## config.mk

```make
export PLATFORM = sky130hd
export DESIGN_NAME = ctsc_ctrl
export DESIGN_NICKNAME = d
export VERILOG_FILES = /design/src/rtl/ctsc_pkg.sv /design/src/rtl/ctsc_ctrl.sv
export SDC_FILE = /design/constraint.sdc
export NUM_CORES = 1
export LEC_CHECK = 0
export BUFFER_PORTS_ARGS = -buffer_cell sky130_fd_sc_hd__buf_2
export CAP_MARGIN = 20
export CORE_UTILIZATION = 48
export DETAILED_ROUTE_END_ITERATION = 8
export PLACE_DENSITY_LB_ADDON = 0.1
export SETUP_SLACK_MARGIN = 0.5
export SLEW_MARGIN = 20
export SYNTH_ARGS = -nofsm -noshare
export SYNTH_HDL_FRONTEND = slang
export SYNTH_SLANG_ARGS = --single-unit
```

## constraint.sdc

```tcl
create_clock -name clock -period 2.2 [get_ports clock]
set_clock_uncertainty 0.05 [all_clocks]
set_input_delay 0 -clock clock [delete_from_list [all_inputs] [get_ports clock]]
set_output_delay 0 -clock clock [all_outputs]
set_load 0.02 [all_outputs]
```

## src/rtl/ctsc_pkg.sv

```systemverilog
// shared types, codes and constants of the text console
package ctsc_pkg;

   localparam int DEF_NUM_ROWS = 25;
   localparam int DEF_NUM_COLS = 80;

   localparam int CELL_W = 16;
   localparam int CSR_INDEX_W = 1;

   localparam logic [7:0] CHAR_NUL = 8'h00;
   localparam logic [7:0] CHAR_NEWLINE = 8'h0A;
   localparam logic [7:0] CHAR_SPACE = 8'h20;
   localparam logic [7:0] TEXT_ATTR_RESET = 8'h0F;
   localparam logic [7:0] BLANK_ATTR_RESET = 8'h00;

   typedef enum logic [1:0] {
      CMD_PUT   = 2'd0,
      CMD_CLEAR = 2'd1,
      CMD_READ  = 2'd2,
      CMD_NONE  = 2'd3
   } cmd_type;

   typedef enum logic [CSR_INDEX_W-1:0] {
      CSR_TEXT_ATTR  = 1'b0,
      CSR_BLANK_ATTR = 1'b1
   } csr_index_type;

   typedef enum logic [2:0] {
      ST_FILL,
      ST_IDLE,
      ST_EXEC,
      ST_SCROLL,
      ST_READ,
      ST_RESP
   } state_type;

   typedef struct packed {
      cmd_type     command;
      logic [7:0]  char_code;
      logic [10:0] read_address;
   } req_item_type;

   typedef struct packed {
      logic [15:0] cell_value;
      logic [4:0]  cursor_row;
      logic [6:0]  cursor_col;
   } rsp_item_type;

endpackage

```

## src/rtl/ctsc_ctrl.sv

```systemverilog
// command sequencer: cursor, put, scroll copy, blank fill and cell read
module ctsc_ctrl import ctsc_pkg::*; #(
   parameter int NUM_ROWS = DEF_NUM_ROWS,
   parameter int NUM_COLS = DEF_NUM_COLS,
   localparam int CELLS = NUM_ROWS * NUM_COLS,
   localparam int AW = $clog2(CELLS)
) (
   input  logic              clock,
   input  logic              reset,
   input  logic              start,
   output logic              busy,
   input  req_item_type      req_item,
   output logic              rsp_valid,
   output rsp_item_type      rsp_item,
   input  logic [7:0]        text_attr,
   input  logic [7:0]        blank_attr,
   output logic              mem_wr_en,
   output logic [AW-1:0]     mem_wr_addr,
   output logic [CELL_W-1:0] mem_wr_data,
   output logic [AW-1:0]     mem_rd_addr,
   input  logic [CELL_W-1:0] mem_rd_data
);

   localparam int RW = $clog2(NUM_ROWS);
   localparam int CW = $clog2(NUM_COLS);
   localparam int KEEP = (NUM_ROWS - 1) * NUM_COLS;

   state_type         state_ff, state_in;
   logic [AW-1:0]     cnt_ff, cnt_in;
   logic              pend_ff, pend_in;
   logic [AW-1:0]     pend_addr_ff, pend_addr_in;
   logic [CELL_W-1:0] fill_word_ff, fill_word_in;
   logic              fill_resp_ff, fill_resp_in;
   logic [RW-1:0]     row_ff, row_in;
   logic [CW-1:0]     col_ff, col_in;
   logic [CELL_W-1:0] cell_ff, cell_in;
   req_item_type      req_ff, req_in;

   logic [AW-1:0]     put_addr;
   logic [31:0]       row_wide;
   logic [31:0]       col_wide;
   logic              rd_in_range;

   assign put_addr = AW'(AW'(row_ff) * AW'(NUM_COLS) + AW'(col_ff));
   assign rd_in_range = 32'(req_ff.read_address) < 32'(CELLS);
   assign row_wide = 32'(row_ff);
   assign col_wide = 32'(col_ff);

   always_ff @(posedge clock) begin
      if (reset) begin
         state_ff     <= ST_FILL;
         cnt_ff       <= '0;
         pend_ff      <= 1'b0;
         fill_word_ff <= {8'h00, CHAR_SPACE};
         fill_resp_ff <= 1'b0;
         row_ff       <= '0;
         col_ff       <= '0;
      end else begin
         state_ff     <= state_in;
         cnt_ff       <= cnt_in;
         pend_ff      <= pend_in;
         fill_word_ff <= fill_word_in;
         fill_resp_ff <= fill_resp_in;
         row_ff       <= row_in;
         col_ff       <= col_in;
      end
   end

   always_ff @(posedge clock) begin
      pend_addr_ff <= pend_addr_in;
      cell_ff      <= cell_in;
      req_ff       <= req_in;
   end

   always_comb begin
      state_in     = state_ff;
      cnt_in       = cnt_ff;
      pend_in      = 1'b0;
      pend_addr_in = pend_addr_ff;
      fill_word_in = fill_word_ff;
      fill_resp_in = fill_resp_ff;
      row_in       = row_ff;
      col_in       = col_ff;
      cell_in      = cell_ff;
      req_in       = req_ff;
      busy         = 1'b1;
      rsp_valid    = 1'b0;
      // pending scroll copy beat writes by default
      mem_wr_en    = pend_ff;
      mem_wr_addr  = pend_addr_ff;
      mem_wr_data  = mem_rd_data;
      mem_rd_addr  = AW'(req_ff.read_address);

      unique case (state_ff)
         ST_FILL: begin
            mem_wr_en   = 1'b1;
            mem_wr_addr = cnt_ff;
            mem_wr_data = fill_word_ff;
            if (cnt_ff == AW'(CELLS - 1)) begin
               cnt_in   = '0;
               state_in = fill_resp_ff ? ST_RESP : ST_IDLE;
            end else begin
               cnt_in = cnt_ff + AW'(1);
            end
         end
         ST_IDLE: begin
            busy = 1'b0;
            if (start) begin
               req_in   = req_item;
               state_in = ST_EXEC;
            end
         end
         ST_EXEC: begin
            cell_in  = '0;
            state_in = ST_RESP;
            case (req_ff.command)
               CMD_PUT: begin
                  if (req_ff.char_code != CHAR_NUL) begin
                     if (req_ff.char_code != CHAR_NEWLINE) begin
                        mem_wr_en   = 1'b1;
                        mem_wr_addr = put_addr;
                        mem_wr_data = {text_attr, req_ff.char_code};
                     end
                     if (req_ff.char_code == CHAR_NEWLINE ||
                         col_ff == CW'(NUM_COLS - 1)) begin
                        col_in = '0;
                        if (row_ff == RW'(NUM_ROWS - 1)) begin
                           cnt_in   = '0;
                           state_in = ST_SCROLL;
                        end else begin
                           row_in = row_ff + RW'(1);
                        end
                     end else begin
                        col_in = col_ff + CW'(1);
                     end
                  end
               end
               CMD_CLEAR: begin
                  row_in       = '0;
                  col_in       = '0;
                  cnt_in       = '0;
                  fill_word_in = {blank_attr, CHAR_SPACE};
                  fill_resp_in = 1'b1;
                  state_in     = ST_FILL;
               end
               CMD_READ: begin
                  state_in = ST_READ;
               end
               default: begin
                  state_in = ST_RESP;
               end
            endcase
         end
         ST_SCROLL: begin
            if (32'(cnt_ff) < 32'(KEEP)) begin
               mem_rd_addr  = AW'(cnt_ff + AW'(NUM_COLS));
               pend_in      = 1'b1;
               pend_addr_in = cnt_ff;
               cnt_in       = cnt_ff + AW'(1);
            end else begin
               fill_word_in = {blank_attr, CHAR_SPACE};
               fill_resp_in = 1'b1;
               state_in     = ST_FILL;
            end
         end
         ST_READ: begin
            cell_in  = rd_in_range ? mem_rd_data : '0;
            state_in = ST_RESP;
         end
         ST_RESP: begin
            rsp_valid = 1'b1;
            state_in  = ST_IDLE;
         end
         default: begin
            state_in = ST_IDLE;
         end
      endcase
   end

   assign rsp_item.cell_value = cell_ff;
   assign rsp_item.cursor_row = row_wide[4:0];
   assign rsp_item.cursor_col = col_wide[6:0];

endmodule

```

==> impl_metrics.ini, run 1 <==
[status]
status = finished, violations left
violations = setup timing

[sta]
holdWs_ns = 0.0377
worstMarginPinSlew_ns = 0.511
layout_setup_ws_ns = -0.674
hold_viol_final = 0
finalSetupViolCount = 46
fin_crit_ns = 2.87
drv_slew = 0
fin_crit_sh = 1.31
rsz0062_at_grt = yes
fmax_mhz = 348
max_slew_margin = 0.659

[power]
power.leakage_nw = 3.58
ir_drop_mv = 0.301
p_per_area_nw_per_um2 = 366

[critical_path]
crit_slowest_cell = fa_2
r2r-start = req_ff[15]
worstPathArrival_ns = 2.82
path_class = flop to output pin
worstPathRequired_ns = 2.15
crit_fanout = 2
crit_chain = ha_4, ha_4, inv_2, fa_2, nor4b_4, xor2_1, xnor2_1, a222oi_1, inv_1, buf_2
path_buf_inv = 3
cp-start-kind = flop
timing.critical_path.mode_cell = ha_4
worst-r2r-setup-slack_ns = -0.53
critPathLaunch = row_ff[3]
critPathMaxStageDelay_ns = 0.47
cp_top_family = adder cells
cp-end-kind = output pin

[placed_design]
io_buffers = 124
dp_cells = 731
gp_congestion = 0.808
hpwl_um = 9360

[synth]
ys_seq_elements = 84
ys.flop_type = edfxtp_1
yosysTopAreaCellShare = 0.313
synth-edff-count = 48
syn_inst = 445
yosys.area.top_type = edfxtp_1
synthesis.area_um2 = 4610
yosys_warnings = 0
synth_top_cells_by_area = edfxtp_1 (31%), dfxtp_1 (16%), ha_1 (4.9%)
syn_nets = 521
async_flop_share = 0
ys_types = 75
synth_seq_area_share = 0.469
syn_avg_cell_area_um2 = 10.4

[floorplan]
die_h_um = 100
coreArea_um2 = 9280
ios = 125
num_rows = 35
fp.dieW_um = 100
die_area_um2 = 10000
initial_utilization = 0.497

[grt]
grt-ovfl-total = 0
grt.total_usage = 0.328
grt_pass1_vias = 5021
grt_pass1_wl_um = 24900
grt_max_degree = 21
grt_antenna_before_repair = 1

[detailed_routing]
avgViaCountPerCell = 5.97
maxUsedRoutingLayer = met4
ant_nets = 0
drt_pass1_iterations = 6
wirelength_um = 19300
wl_per_cell_um = 22.5
wl_met2_um = 9610
drc = 0
wl_met1_um = 7160
initialDrtViolationCount = 454
wl_met3_um = 1680
via_count = 5119

[clocking]
cts_tree = done
clk_latency_ns = 0.38
cts_sinks = 84
clockBufferDepth = 2
htree_levels = 3
cts_buffers = 9
clk_pin_slew_ns = 0.10
root_buffer = clkbuf_8

[final_layout]
fin_cells = 858
fin_nets = 799
fillers = 409
drive_gt1_frac = 0.558
area_growth_pct = 76.7
final_common_cell = buf_2
layout_common_cells = buf_2 (89), buf_6 (74), buf_4 (67)

[min_path]
hp-start = reset
hold_path.class = primary input to flop

[run]
cap_viol_max_count = 0
==> cells by family (layout without fill, tap and decap cells) <==
group           count (synthesis)  in the layout  share of synthesized area
compound gates                100            100                      0.167
other cells                     0              1                          0
xor+xnor                       19             19                     0.0361
simple gates                  150            150                      0.185
fa+ha+maj                      20             20                     0.0575
mux                            15             15                     0.0339
buf+inv                        57            340                     0.0510
flops                          84             84                      0.469
==> tightest hold or removal path, stage by stage <==
cell,delay (ns)
buf_2,0.09
buf_4,0.31
a21oi_2,0.04
==> metal layers <==
metal / global-route usage / up-vias
li1: - / 2202
met1: 0.387 / 2494
met2: 0.573 / 347
met3: 0.0773 / 76
met4: 0.136 / 0
met5: 0 / -
==> power breakdown <==
group | leakage, nW | switching [W] | internal, W
Combinational | 2.72 | 0.0000856 | 0.000121
Clock | 0.0893 | 0.000605 | 0.000522
Sequential | 0.774 | 0.00000527 | 0.00164
Total | 3.58 | 0.000696 | 0.00228
==> registers in the layout, summed over array words and instances (netlist names) <==
signal	count
col_ff	7
pend_ff	1
cell_ff	16
row_ff	5
cnt_ff	11
req_ff	21
fill_resp_ff	1
state_ff	3
pend_addr_ff	11
fill_word_ff	8
==> synthesized netlist by cell type (all sizes together) (10+ instances only) <==
cell type  instances
edfxtp            48
nor2              40
dfxtp             36
inv               34
a21oi             23
nand2             21
o21ai             19
a222oi            18
and2              18
ha                18
buf               14
and3              12
xor2              12
mux2i             10
nand4             10
==> stage by stage <==
step	power, W	TNS [ns]	worst slack [ns]	area, um2	utilization
after floorplan	0.00172	-0.105	-0.105	4950	-
after global placement	0.00180	-0.168	-0.168	6050	0.652
after detailed placement	0.00180	-0.360	-0.258	6050	0.652
after CTS	0.00294	-8.59	-0.632	7710	0.830
after global routing	0.00305	-21.41	-0.816	8150	0.878
final	0.00298	-19.28	-0.674	8150	0.878
==> final cells by class <==
class	count	area (um2)	share of cell area
multi-input cells	304	2920	0.358
repair buffers	290	2530	0.311
flip-flops and latches	84	2210	0.272
well taps	129	161	0.0198
inverters	34	135	0.0166
clock buffers	11	131	0.0161
clock inverters	5	55.1	0.00676
diodes	1	2.50	0.000307
==> what timing repair did <==
action | 4_1_cts | 5_1_grt
cloned | 4 | 1
endpoints found under the setup margin | 107 | 95
pin swaps | 68 | 41
resized for setup | 153 | 80
setup buffers | 45 | 15
hold buffers | 45 | 0
endpoints found under the hold margin | 45 | 0
==> path summary, 6_finish.rpt <==
kind         cells past startpoint               end
max                             10   mem_wr_addr[10]
min                              3         col_ff[0]
max reg2reg                     13         cnt_ff[7]
min reg2reg                      2  fill_word_ff[14]
No activity file was read; power rests on OpenSTA's default activity.
==> run 2, diff against run 1 <==
CELL_PAD_IN_SITES_DETAIL_PLACEMENT = 1   (was unset)
CELL_PAD_IN_SITES_GLOBAL_PLACEMENT = 1   (was unset)
CORE_UTILIZATION = 36   (was 48)
==> run 2 against run 1 <==
The flow still finishes with violations (setup timing). Critical path depth stayed put. Cell count up 3.6%. Core utilization fell by 20 points. Via count shrank 3.9%. Routed wire length rose by 7.0%. Clock-buffer cell count decreased by 1. Power rose by 19%. Die area increased by 33%. Critical endpoint unchanged. Highest routed layer unchanged.
==> impl_metrics.ini, run 2 (synthesis results as in run 1) <==
[power]
p_switching_w = 0.000811
combPwrFrac = 0.059
p_clk_frac = 0.477
p_per_area_nw_per_um2 = 426
p_seq_frac = 0.465
p_int_w = 0.00273
ir_drop_mv = 0.409
sw_frac_of_total = 0.229
power.leakage_nw = 3.58

[status]
status = finished, violations left
violations = setup timing

[critical_path]
crit_chain = ha_4, ha_4, inv_2, fa_2, nor4b_2, xor2_1, xnor2_1, a222oi_1, inv_1, buf_6
crit_end = mem_wr_addr[10]
cp-start-kind = flop
crit_slowest_cell = fa_2
worst-r2r-setup-slack_ns = -0.27
timing.critical_path.mode_cell = ha_4
cp_top_family = adder cells
worstPathArrival_ns = 2.85
crit_fanout = 2
r2r-start = req_ff[15]
cp-end-kind = output pin
critPathMaxStageDelay_ns = 0.46
rr_endpoint = cnt_ff[7]
worstPathRequired_ns = 2.15
path_buf_inv = 3
cp_num_cells = 10
path_class = flop to output pin
critPathLaunch = row_ff[3]
r2r_cells = 11

[final_layout]
post-route-util = 0.679
final_common_cell = buf_2
largestRegisters = req_ff x21, cell_ff x16
largest_register_ff_count = 21
fin_nets = 792
layout_common_cells = buf_2 (84), buf_6 (78), buf_4 (65)
drive_gt1_frac = 0.569
top_register = req_ff
area_growth_pct = 80.6
antennaDiodeCount = 0

[grt]
grt_pass1_vias = 5200
grt_antenna_before_repair = 0
grt.total_usage = 0.294
grt_max_degree = 21
grt-ovfl-total = 0
grt_pass1_wl_um = 28800

[sta]
fmax_mhz = 344
holdWs_ns = 0.0467
layout_setup_ws_ns = -0.703
worstMarginPinSlew_ns = 0.569
max_slew_margin = 0.617
hold_viol_final = 0
finalSetupViolCount = 45
fin_crit_sh = 1.32
rsz0062_at_grt = yes
drv_slew = 0
fin_crit_ns = 2.90

[floorplan]
num_rows = 40
die_area_um2 = 13300
fp.dieW_um = 115
initial_utilization = 0.376
coreArea_um2 = 12300
ios = 125
die_h_um = 115

[placed_design]
hpwl_um = 10800
gp_congestion = 0.838
io_buffers = 124
pre_cts_slack_ns = -0.231

[detailed_routing]
wl_per_cell_um = 23.3
initialDrtViolationCount = 338
via_count = 4918
avgViaCountPerCell = 5.53
drt_pass1_iterations = 5
ant_nets = 0
wirelength_um = 20700
drc = 0

[clocking]
htree_levels = 3
clk_latency_ns = 0.37
cts_sinks = 84
root_buffer = clkbuf_16
clk_pin_slew_ns = 0.06
cts_tree = done
cts_buffers = 9
clockBufferDepth = 2

[run]
cap_viol_max_count = 0

[min_path]
hold_path.class = primary input to flop
## run 2: final cells by class
class                           count  area, um2
Inverter                           34        146
Clock inverter                      6       73.8
Sequential cell                    84       2210
Multi-Input combinational cell    304       2990
Tap cell                          168        210
Fill cell                        1252       3940
Clock buffer                       10        250
Timing Repair Buffer              283       2440
## run 2: power groups by stage
stage / Sequential [W] / Clock (W) / Combinational, W
after floorplan: 0.00169 / 0 / 0.0000347
after global placement: 0.00169 / 0 / 0.000106
after detailed placement: 0.00169 / 0 / 0.000109
after CTS: 0.00165 / 0.00171 / 0.000196
after global routing: 0.00165 / 0.00176 / 0.000220
final: 0.00165 / 0.00169 / 0.000208
## run 2: timing repair
action,4_1_cts,5_1_grt
pin swaps,60,37
resized for setup,173,81
setup buffers,46,14
endpoints found under the hold margin,45,0
hold buffers,45,0
setup endpoints to repair,107,113
cloned,2,0
## run 2: metrics by stage
stage	cell area, um2	TNS [ns]	std cells	power [W]
after floorplan	4950	-0.105	445	0.00172
after global routing	8330	-14.66	889	0.00363
final	8330	-11.77	889	0.00354
after detailed placement	6060	-0.289	766	0.00180
after global placement	6060	-0.193	766	0.00179
after CTS	7900	-5.07	875	0.00356
## run 2: routing by layer
| metal | track usage | vias up | part of all wire |
|---|---|---|---|
| met2 | 0.539 | 196 | 0.53 |
| met5 | 0 | - | 0 |
| met4 | 0.135 | 0 | 0.036 |
| li1 | - | 2195 | - |
| met3 | 0.0501 | 58 | 0.043 |
| met1 | 0.333 | 2469 | 0.39 |
## run 2: how the worst min path moves through the flow
stage	from	to	cells after the start
floorplan	req_item[0]	req_ff[0]	0
global placement	req_item[6]	req_ff[6]	1
detailed placement	req_item[3]	req_ff[3]	1
CTS	reset	state_ff[1]	3
global route	reset	state_ff[1]	3
finish	reset	state_ff[1]	3
## run 2: worst reg2reg max path, delay by kind of cell, from the launching register on
family	cells	cell delay [ns]
buffers and inverters	5	0.68
AOI/OAI and AO/OA	4	0.65
DFF	1	0.47
and+or+nand+nor	2	0.55
